File: src/design/rrp_pkg.sv
`timescale 1ns / 1ps
// ----------------------------------------------------------------------------
// rrp_pkg
// shared widths, generator constants and controller/datapath interface types
// ----------------------------------------------------------------------------
package rrp_pkg;

  localparam int MAX_PROCS = 64;
  localparam int ID_W      = $clog2(MAX_PROCS);
  localparam int CNT_W     = $clog2(MAX_PROCS + 1);

  // splitmix64 generator
  localparam int          RNG_W      = 64;
  localparam int          HALF_W     = RNG_W / 2;
  localparam logic [63:0] GOLDEN_INC = 64'h9e3779b97f4a7c15;
  localparam logic [63:0] MIX_MUL_A  = 64'hbf58476d1ce4e5b9;
  localparam logic [63:0] MIX_MUL_B  = 64'h94d049bb133111eb;
  localparam int          SHIFT_PRE  = 30;
  localparam int          SHIFT_MID  = 27;
  localparam int          SHIFT_POST = 31;

  // remainder unit: one byte of the dividend per cycle
  localparam int DIV_BITS  = 8;
  localparam int DIV_STEPS = RNG_W / DIV_BITS;
  localparam int DIV_CNT_W = $clog2(DIV_STEPS);

  // item kinds
  localparam logic OP_PICK   = 1'b0;
  localparam logic OP_UPDATE = 1'b1;

  // partial products of the 64x64 low-half multiply
  localparam logic [1:0] MUL_LL = 2'd0;
  localparam logic [1:0] MUL_LH = 2'd1;
  localparam logic [1:0] MUL_HL = 2'd2;

  typedef struct packed {
    logic       take_item;
    logic       rng_adv;
    logic       mul_en;
    logic [1:0] mul_step;
    logic       mul_pass;
    logic       acc_load;
    logic       acc_add;
    logic       mix_en;
    logic       div_en;
    logic       pick_setup;
    logic       rd_pos;
    logic       upd_apply;
    logic       rd_slot;
    logic       wr_first;
    logic       wr_second;
    logic       load_out;
  } rrp_cmd_t;

  typedef struct packed {
    logic pool_empty;
    logic upd_change;
    logic out_free;
  } rrp_sts_t;

endpackage

File: src/design/rrp_tables.sv
`timescale 1ns / 1ps
// ----------------------------------------------------------------------------
// rrp_tables
// slot table and its inverse, with per-entry valid bits giving identity reset
// ----------------------------------------------------------------------------
module rrp_tables (
  input  logic                  clk,
  input  logic                  rst,
  input  logic                  rd_pos,
  input  logic [rrp_pkg::ID_W-1:0] pos_addr,
  input  logic                  rd_slot,
  input  logic [rrp_pkg::ID_W-1:0] addr_a,
  input  logic [rrp_pkg::ID_W-1:0] addr_b,
  input  logic                  wr_first,
  input  logic                  wr_second,
  output logic [rrp_pkg::ID_W-1:0] pos_val,
  output logic [rrp_pkg::ID_W-1:0] val_a
);
  import rrp_pkg::*;

  logic [ID_W-1:0]      slot_mem [MAX_PROCS];
  logic [ID_W-1:0]      pos_mem  [MAX_PROCS];
  logic [MAX_PROCS-1:0] slot_vld;
  logic [MAX_PROCS-1:0] pos_vld;

  logic [ID_W-1:0] sa_q, sb_q, sa_addr, sb_addr, p_q, p_addr, val_b;
  logic            sa_v, sb_v, p_v;

  // unwritten entries read back as their own index
  assign val_a   = sa_v ? sa_q : sa_addr;
  assign val_b   = sb_v ? sb_q : sb_addr;
  assign pos_val = p_v  ? p_q  : p_addr;

  // swap in two writes: slot a and the position of its old owner, then slot b
  always_ff @(posedge clk) begin
    if (wr_first) begin
      slot_mem[addr_a] <= val_b;
      pos_mem[val_a]   <= addr_b;
    end else if (wr_second) begin
      slot_mem[addr_b] <= val_a;
      pos_mem[val_b]   <= addr_a;
    end
    if (rd_slot) begin
      sa_q    <= slot_mem[addr_a];
      sb_q    <= slot_mem[addr_b];
      sa_v    <= slot_vld[addr_a];
      sb_v    <= slot_vld[addr_b];
      sa_addr <= addr_a;
      sb_addr <= addr_b;
    end
    if (rd_pos) begin
      p_q    <= pos_mem[pos_addr];
      p_v    <= pos_vld[pos_addr];
      p_addr <= pos_addr;
    end
  end

  always_ff @(posedge clk) begin
    if (rst) begin
      slot_vld <= '0;
      pos_vld  <= '0;
    end else if (wr_first) begin
      slot_vld[addr_a] <= 1'b1;
      pos_vld[val_a]   <= 1'b1;
    end else if (wr_second) begin
      slot_vld[addr_b] <= 1'b1;
      pos_vld[val_b]   <= 1'b1;
    end
  end

endmodule

File: src/design/rrp_dp.sv
`timescale 1ns / 1ps
// ----------------------------------------------------------------------------
// rrp_dp
// generator, shared multiplier, remainder unit, pool count, slot tables and result register
// ----------------------------------------------------------------------------
module rrp_dp (
  input  logic                      clk,
  input  logic                      rst,
  input  rrp_pkg::rrp_cmd_t         cmd,
  output rrp_pkg::rrp_sts_t         sts,
  input  logic                      in_op,
  input  logic [rrp_pkg::ID_W-1:0]  in_pid,
  input  logic                      in_want,
  input  logic                      seed_wr_en,
  input  logic [rrp_pkg::RNG_W-1:0] seed_wr_data,
  output logic                      out_valid,
  input  logic                      out_ready,
  output logic                      out_granted,
  output logic [rrp_pkg::ID_W-1:0]  out_chosen,
  output logic [rrp_pkg::CNT_W-1:0] out_count
);
  import rrp_pkg::*;

  logic [RNG_W-1:0]  rng_state, rng_sum, z, acc, prod, prod_next, mul_k;
  logic [HALF_W-1:0] mul_a, mul_b;
  logic [ID_W-1:0]   rem, rem_next, pid_q, swap_a, swap_b, pos_val, val_a;
  logic [CNT_W-1:0]  count;
  logic              op_q, want_q, granted_q, runnable;
  logic [ID_W-1:0]   chosen_q;

  assign rng_sum = rng_state + GOLDEN_INC;
  assign mul_k   = cmd.mul_pass ? MIX_MUL_B : MIX_MUL_A;
  assign mul_a   = (cmd.mul_step == MUL_HL) ? z[RNG_W-1:HALF_W] : z[HALF_W-1:0];
  assign mul_b   = (cmd.mul_step == MUL_LH) ? mul_k[RNG_W-1:HALF_W] : mul_k[HALF_W-1:0];
  assign prod_next = RNG_W'(mul_a) * RNG_W'(mul_b);

  always_ff @(posedge clk) begin
    if (rst) begin
      rng_state <= '0;
    end else if (seed_wr_en) begin
      rng_state <= seed_wr_data;
    end else if (cmd.rng_adv) begin
      rng_state <= rng_sum;
    end
  end

  // remainder of z by the pool count, one byte per cycle
  always_comb begin
    logic [CNT_W-1:0] r;
    r = {1'b0, rem};
    for (int i = 0; i < DIV_BITS; i++) begin
      r = {r[ID_W-1:0], z[RNG_W-1-i]};
      if (r >= count) begin
        r = r - count;
      end
    end
    rem_next = r[ID_W-1:0];
  end

  always_ff @(posedge clk) begin
    if (cmd.rng_adv) begin
      z <= rng_sum ^ (rng_sum >> SHIFT_PRE);
    end else if (cmd.mix_en) begin
      z <= cmd.mul_pass ? (acc ^ (acc >> SHIFT_POST)) : (acc ^ (acc >> SHIFT_MID));
    end else if (cmd.div_en) begin
      z <= z << DIV_BITS;
    end
    if (cmd.mul_en) begin
      prod <= prod_next;
    end
    if (cmd.acc_load) begin
      acc <= prod;
    end else if (cmd.acc_add) begin
      acc[RNG_W-1:HALF_W] <= acc[RNG_W-1:HALF_W] + prod[HALF_W-1:0];
    end
    if (cmd.rng_adv) begin
      rem <= '0;
    end else if (cmd.div_en) begin
      rem <= rem_next;
    end
  end

  assign runnable = {1'b0, pos_val} < count;

  always_ff @(posedge clk) begin
    if (rst) begin
      count <= '0;
    end else if (cmd.pick_setup || (cmd.upd_apply && runnable)) begin
      count <= count - CNT_W'(1);
    end else if (cmd.upd_apply) begin
      count <= count + CNT_W'(1);
    end
  end

  always_ff @(posedge clk) begin
    if (cmd.take_item) begin
      op_q      <= in_op;
      pid_q     <= in_pid;
      want_q    <= in_want;
      granted_q <= 1'b0;
      chosen_q  <= '0;
    end else if (cmd.pick_setup) begin
      granted_q <= 1'b1;
    end else if (cmd.wr_first && granted_q) begin
      chosen_q <= val_a;
    end
    if (cmd.pick_setup) begin
      swap_a <= rem;
      swap_b <= ID_W'(count - CNT_W'(1));
    end else if (cmd.upd_apply) begin
      swap_a <= pos_val;
      swap_b <= runnable ? ID_W'(count - CNT_W'(1)) : count[ID_W-1:0];
    end
  end

  rrp_tables u_tables (
    .clk       (clk),
    .rst       (rst),
    .rd_pos    (cmd.rd_pos),
    .pos_addr  (pid_q),
    .rd_slot   (cmd.rd_slot),
    .addr_a    (swap_a),
    .addr_b    (swap_b),
    .wr_first  (cmd.wr_first),
    .wr_second (cmd.wr_second),
    .pos_val   (pos_val),
    .val_a     (val_a)
  );

  always_ff @(posedge clk) begin
    if (rst) begin
      out_valid <= 1'b0;
    end else if (cmd.load_out) begin
      out_valid <= 1'b1;
    end else if (out_ready) begin
      out_valid <= 1'b0;
    end
  end

  always_ff @(posedge clk) begin
    if (cmd.load_out) begin
      out_granted <= granted_q;
      out_chosen  <= chosen_q;
      out_count   <= count;
    end
  end

  assign sts.pool_empty = (count == '0);
  assign sts.upd_change = op_q && (runnable != want_q);
  assign sts.out_free   = !out_valid || out_ready;

endmodule

File: src/design/rrp_ctrl.sv
`timescale 1ns / 1ps
// ----------------------------------------------------------------------------
// rrp_ctrl
// sequencer for pick and update items
// ----------------------------------------------------------------------------
module rrp_ctrl (
  input  logic              clk,
  input  logic              rst,
  input  logic              in_valid,
  input  logic              in_op,
  output logic              in_ready,
  input  rrp_pkg::rrp_sts_t sts,
  output rrp_pkg::rrp_cmd_t cmd
);
  import rrp_pkg::*;

  localparam logic [3:0] S_IDLE  = 4'd0;
  localparam logic [3:0] S_ADV   = 4'd1;
  localparam logic [3:0] S_MUL0  = 4'd2;
  localparam logic [3:0] S_MUL1  = 4'd3;
  localparam logic [3:0] S_MUL2  = 4'd4;
  localparam logic [3:0] S_MUL3  = 4'd5;
  localparam logic [3:0] S_MIX   = 4'd6;
  localparam logic [3:0] S_DIV   = 4'd7;
  localparam logic [3:0] S_PSET  = 4'd8;
  localparam logic [3:0] S_RDPOS = 4'd9;
  localparam logic [3:0] S_DEC   = 4'd10;
  localparam logic [3:0] S_RDS   = 4'd11;
  localparam logic [3:0] S_WR1   = 4'd12;
  localparam logic [3:0] S_WR2   = 4'd13;
  localparam logic [3:0] S_FIN   = 4'd14;

  logic [3:0]           state, state_next;
  logic                 pass, pass_next;
  logic [DIV_CNT_W-1:0] div_cnt, div_cnt_next;

  assign in_ready = (state == S_IDLE);

  always_ff @(posedge clk) begin
    if (rst) begin
      state   <= S_IDLE;
      pass    <= 1'b0;
      div_cnt <= '0;
    end else begin
      state   <= state_next;
      pass    <= pass_next;
      div_cnt <= div_cnt_next;
    end
  end

  always_comb begin
    state_next   = state;
    pass_next    = pass;
    div_cnt_next = div_cnt;
    cmd          = '0;
    cmd.mul_pass = pass;
    unique case (state)
      S_IDLE: begin
        if (in_valid) begin
          cmd.take_item = 1'b1;
          if (in_op == OP_UPDATE) begin
            state_next = S_RDPOS;
          end else if (sts.pool_empty) begin
            state_next = S_FIN;
          end else begin
            state_next = S_ADV;
          end
        end
      end
      S_ADV: begin
        cmd.rng_adv = 1'b1;
        pass_next   = 1'b0;
        state_next  = S_MUL0;
      end
      S_MUL0: begin
        cmd.mul_en   = 1'b1;
        cmd.mul_step = MUL_LL;
        state_next   = S_MUL1;
      end
      S_MUL1: begin
        cmd.acc_load = 1'b1;
        cmd.mul_en   = 1'b1;
        cmd.mul_step = MUL_LH;
        state_next   = S_MUL2;
      end
      S_MUL2: begin
        cmd.acc_add  = 1'b1;
        cmd.mul_en   = 1'b1;
        cmd.mul_step = MUL_HL;
        state_next   = S_MUL3;
      end
      S_MUL3: begin
        cmd.acc_add = 1'b1;
        state_next  = S_MIX;
      end
      S_MIX: begin
        cmd.mix_en = 1'b1;
        if (!pass) begin
          pass_next  = 1'b1;
          state_next = S_MUL0;
        end else begin
          div_cnt_next = '0;
          state_next   = S_DIV;
        end
      end
      S_DIV: begin
        cmd.div_en = 1'b1;
        if (div_cnt == DIV_CNT_W'(DIV_STEPS - 1)) begin
          state_next = S_PSET;
        end else begin
          div_cnt_next = div_cnt + DIV_CNT_W'(1);
        end
      end
      S_PSET: begin
        cmd.pick_setup = 1'b1;
        state_next     = S_RDS;
      end
      S_RDPOS: begin
        cmd.rd_pos = 1'b1;
        state_next = S_DEC;
      end
      S_DEC: begin
        if (sts.upd_change) begin
          cmd.upd_apply = 1'b1;
          state_next    = S_RDS;
        end else begin
          state_next = S_FIN;
        end
      end
      S_RDS: begin
        cmd.rd_slot = 1'b1;
        state_next  = S_WR1;
      end
      S_WR1: begin
        cmd.wr_first = 1'b1;
        state_next   = S_WR2;
      end
      S_WR2: begin
        cmd.wr_second = 1'b1;
        state_next    = S_FIN;
      end
      S_FIN: begin
        if (sts.out_free) begin
          cmd.load_out = 1'b1;
          state_next   = S_IDLE;
        end
      end
      default: begin
        state_next = S_IDLE;
      end
    endcase
  end

endmodule

File: src/design/random_runnable_picker.sv
`timescale 1ns / 1ps
// ----------------------------------------------------------------------------
// random_runnable_picker
// random choice among runnable processes kept in a permuted slot table
// ----------------------------------------------------------------------------
// one item at a time, the next item taken in the cycle after the result is loaded;
// no-change updates skip the tables; empty-pool picks go straight to the result
// pick time is set by the shared 32x32 multiplier (two products) and the
// byte-per-cycle remainder unit; updates by the table read and 2 writes
// reset: pool empty, generator state zero, slot table reads as identity at once
// through per-entry valid bits, so no clearing pass is needed
module random_runnable_picker (
  input  logic        clk,
  input  logic        rst,
  // config: generator seed, writing it reloads the generator
  input  logic        seed_wr_en,
  input  logic [63:0] seed_wr_data,
  // input item stream
  input  logic        s_axis_tvalid,
  output logic        s_axis_tready,
  input  logic [7:0]  s_axis_tdata,   // [5:0] proc_id, [6] make_runnable, [7] zero
  input  logic        s_axis_tuser,   // [0] op
  // result item stream
  output logic        m_axis_tvalid,
  input  logic        m_axis_tready,
  output logic [15:0] m_axis_tdata,   // [5:0] chosen_id, [12:6] runnable_count, [15:13] zero
  output logic        m_axis_tuser    // [0] granted
);
  import rrp_pkg::*;

  rrp_cmd_t         cmd;
  rrp_sts_t         sts;
  logic [ID_W-1:0]  out_chosen;
  logic [CNT_W-1:0] out_count;

  // controller sees the item kind straight from the port to branch on accept
  rrp_ctrl u_ctrl (
    .clk      (clk),
    .rst      (rst),
    .in_valid (s_axis_tvalid),
    .in_op    (s_axis_tuser),
    .in_ready (s_axis_tready),
    .sts      (sts),
    .cmd      (cmd)
  );

  // datapath holds the generator, pool count, tables and the result register,
  // so a finished result can wait downstream while the next item comes in
  rrp_dp u_dp (
    .clk          (clk),
    .rst          (rst),
    .cmd          (cmd),
    .sts          (sts),
    .in_op        (s_axis_tuser),
    .in_pid       (s_axis_tdata[ID_W-1:0]),
    .in_want      (s_axis_tdata[ID_W]),
    .seed_wr_en   (seed_wr_en),
    .seed_wr_data (seed_wr_data),
    .out_valid    (m_axis_tvalid),
    .out_ready    (m_axis_tready),
    .out_granted  (m_axis_tuser),
    .out_chosen   (out_chosen),
    .out_count    (out_count)
  );

  // pack the result fields, zero fill to whole bytes
  assign m_axis_tdata = {3'b000, out_count, out_chosen};

endmodule

File: config.mk
export PLATFORM = sky130hd
export DESIGN_NAME = random_runnable_picker
export DESIGN_NICKNAME = d
export VERILOG_FILES = /design/src/design/rrp_pkg.sv /design/src/design/rrp_tables.sv /design/src/design/rrp_dp.sv /design/src/design/rrp_ctrl.sv /design/src/design/random_runnable_picker.sv
export SDC_FILE = /design/constraint.sdc
export NUM_CORES = 2
export LEC_CHECK = 0
export ABC_AREA = 0
export BUFFER_PORTS_ARGS = -buffer_cell sky130_fd_sc_hd__buf_4
export CAP_MARGIN = 20
export CORE_UTILIZATION = 59
export DETAILED_ROUTE_END_ITERATION = 7
export MAX_ROUTING_LAYER = met4
export PLACE_DENSITY = 0.78
export SLEW_MARGIN = 10
export SYNTH_ARGS = -nofsm -noshare
export SYNTH_HDL_FRONTEND = slang
export SYNTH_HIERARCHICAL = 1
export SYNTH_SLANG_ARGS = --single-unit
export TNS_END_PERCENT = 30
File: constraint.sdc
create_clock -name clk -period 15.6 [get_ports clk]
set_clock_uncertainty 0.05 [all_clocks]
set_input_delay 0.78 -clock clk [delete_from_list [all_inputs] [get_ports clk]]
set_output_delay 0.78 -clock clk [all_outputs]
set_load 0.005 [all_outputs]
==> run_results.csv <==
group,metric,value,unit
min_path,min_path_type,"in -> reg",
synth,ys.warnings.count,6,
global_route,grtUsageTotal,39.6,%
run,drv_cap,0,
routing,final_antenna_net_count,0,
die,initial_utilization,59.7,%
clocking,cts_tree,"yes",
routing,vias,65200,
synth,synth_cell_types,111,
setup_path,cp_slowest_cell,"or4bb_1",
final_layout,area.growth.synth_to_final,7.75,%
routing,drtPass1Iterations,8,
synth,yosysSeqAreaShare,39.0,%
routing,wl_per_cell,30.0,um
final_layout,seq_area,0.0354,mm^2
status,status,"finished clean",
synth,ys_ff_latch,1254,
sta,max_freq,69.3,MHz
sta,fin_crit,14.44,ns
synth,synth_area,0.0910,mm^2
global_route,first_global_vias,64000,
clocking,post_cts_buffers,0,
clocking,clock_latency,0.78,ns
placement,globalplace.congestion,1.03,
placement,dp_hpwl,221,mm
placement,placedCellCount,9724,
setup_path,startpoint_type,"flip-flop",
sta,fin_crit_sh,92.6,%
routing,via_per_inst,6.54,
global_route,antenna_found_initial,14,
die,boundaryPins,97,
clocking,cts_root_buffer,"clkbuf_16",
clocking,path_clk_slew,0.06,ns
sta,finalSetupViolations,0,
synth,avgSynthCellArea,11.6,um^2
sta,final.setup.tns,0,ns
die,dieHeight,395,um
synth,synthArstFlopShare,0,%
clocking,cts_buffers,120,
die,die_area,0.156,mm^2
routing,routed_wl,299,mm
synth,netlist_instances,7845,
setup_path,path_class,"reg -> reg",
final_layout,fin_nets,9160,
sta,relSlewSlack,19.7,%
die,die_w,395,um
final_layout,instances_no_fill,9968,
final_layout,nFillCells,11700,
placement,portBuffers,92,
setup_path,endpoint_kind,"flip-flop",
final_layout,layout-drive-gt1-share,10.6,%
setup_path,path_max_fanout,12,
setup_path,worstPathArrival,15.03,ns
routing,drt_iter0_markers,9776,
global_route,grt_max_degree,129,
setup_path,max_stage_delay,0.47,ns
synth,synthFlopType,"edfxtp_1",
global_route,grt_pass1_wl,437,mm
setup_path,cp.required,16.19,ns
die,rows,143,
clocking,clock-sinks,1254,
final_layout,multi_input_area,0.0503,mm^2
sta,worst_slew_pin_slew,1.19,ns
clocking,cts.path.max_buffers,3,
clocking,cts_max_level,3,
synth,synth-edff-count,1033,
global_route,gr-total-overflow,0,
sta,hold_viol,0,
setup_path,path_common_cell,"ha_1",
routing,drc_errors,0,
die,core-area,0.152,mm^2
sta,slew_violations,0,
setup_path,rrSetupSlack,1.16,ns
worst max-delay path: cells and delay by family, from the launching register on:
family	cells	cell delay [ns]
AND/OR/NAND/NOR	11	1.90
adder cells (fa/ha/maj)	8	2.63
AO/OA/AOI/OAI	35	7.55
buffers and inverters	6	0.72
flip-flops	1	0.43
multiplexers	3	1.05
routing by layer:
metal  GRT usage (%)  vias to the layer above  wire length [um]
met3            14.2                      664             44600
met4            10.1                        0              8970
met2            51.4                     4666            120000
li1                -                    27300                 -
met1            58.4                    32700            125000
met5               -                        -                 0
cells by family (layout without fill, tap and decap cells):
| kind of cell | count (synthesis) | in the layout | synth area share (%) |
|---|---|---|---|
| xor gates and xnor gates | 293 | 293 | 2.97 |
| buffers and inverters | 1350 | 1425 | 5.99 |
| adders and majority gates | 1265 | 1265 | 24.3 |
| AOI/OAI and AO/OA | 1210 | 1210 | 9.02 |
| other | 1 | 19 | 0.00412 |
| muxes | 580 | 580 | 9.06 |
| and+or+nand+nor | 1892 | 1892 | 9.65 |
| DFF | 1254 | 1254 | 39.0 |
metrics by stage:
step / hold WS, ns / util, % / worst slack, ns / instance area, um^2
after floorplan: 0.358 / - / 0.898 / 91000
after global placement: 0.369 / 61.5 / 0.516 / 93700
after detailed placement: 0.381 / 61.5 / 0.521 / 93700
after CTS: 0.0856 / 64.3 / 0.452 / 97900
after global routing: 0.103 / 64.3 / -0.000849 / 98000
final: 0.132 / 64.3 / 1.16 / 98000
sequential cells by signal, summed over array words and instances, names as in the netlist, 64 cells and up:
register / cells
u_dp/u_tables/pos_mem: 384
u_dp/z: 64
u_dp/acc: 64
u_dp/u_tables/pos_vld: 64
u_dp/rng_state: 64
u_dp/u_tables/slot_vld: 64
u_dp/prod: 64
u_dp/u_tables/slot_mem: 384
path summary, 6_finish.rpt:
kind,endpoint,startpoint,cells after the start
max,u_dp/rem[3],u_dp/z[63],63
min,u_dp/pid_q[3],s_axis_tdata[3],1
max reg2reg,u_dp/rem[3],u_dp/z[63],63
min reg2reg,u_dp/out_count[4],u_dp/count[4],0
final cells by class:
class,count,share of cell area (%)
inverter,967,3.70
sequential,1254,36.2
clock buffer,184,3.69
tap,2030,2.59
clock inverter,43,0.609
timing repair buffer,231,1.87
antenna,16,0.0408
multi-input combinational,5243,51.3
cell usage after synthesis, drive strengths merged, types with 62 or more instances:
cell type  instances  area [um^2]
a211oi            89          673
a21o              82          616
a21oi            289         1450
a221oi            70          632
a22oi             71          533
and2             128          803
buf              151          945
clkbuf           232          871
dfxtp            221         4420
edfxtp          1033        31000
fa               842        16900
ha               423         5290
inv              962         3610
mux2             130         1470
mux2i            269         2700
mux4             181         4080
nand2            386         1450
nand2b            62          388
nand3             91          455
nor2             812         3050
nor2b            140          876
nor3              67          335
o21ai            233         1170
xnor2            181         1590
xor2             102          893
repair_timing:
| item | 4_1_cts | 5_1_grt |
|---|---|---|
| endpoints found under the setup margin | 0 | 6 |
| hold buffers | 0 | 0 |
| gates resized for setup | 0 | 9 |
placed cells by master (no fill, tap or decap), types with 19 or more instances in the layout:
cell / synthesis / final
nand2b_1: 62 / 62
and2_1: 124 / 124
xnor2_1: 181 / 181
nor4_1: 20 / 20
mux2i_1: 268 / 262
o21ai_0: 219 / 214
clkbuf_16: 0 / 128
clkbuf_8: 0 / 20
clkinv_2: 0 / 19
o22ai_1: 48 / 48
or2_2: 26 / 26
a221oi_1: 67 / 67
a21o_1: 82 / 82
nand2_1: 385 / 382
nor3_1: 67 / 65
clkbuf_1: 232 / 36
o21a_1: 25 / 25
nor2_1: 812 / 802
a22o_1: 20 / 20
mux2_2: 122 / 122
fa_1: 842 / 842
mux4_2: 181 / 181
or3_1: 31 / 30
xor2_1: 102 / 102
edfxtp_1: 1033 / 1033
dfxtp_1: 221 / 220
nand4_1: 37 / 37
a211oi_1: 88 / 88
ha_1: 423 / 419
inv_1: 956 / 954
and3_1: 23 / 23
a31oi_1: 35 / 34
a21oi_1: 289 / 286
nand3_1: 91 / 91
o211ai_1: 34 / 34
buf_4: 32 / 222
a22oi_1: 71 / 71
nor2b_1: 140 / 134
Power is not shown: default switching activity piles up to over one toggle a cycle in this logic, so the estimate is an artifact.
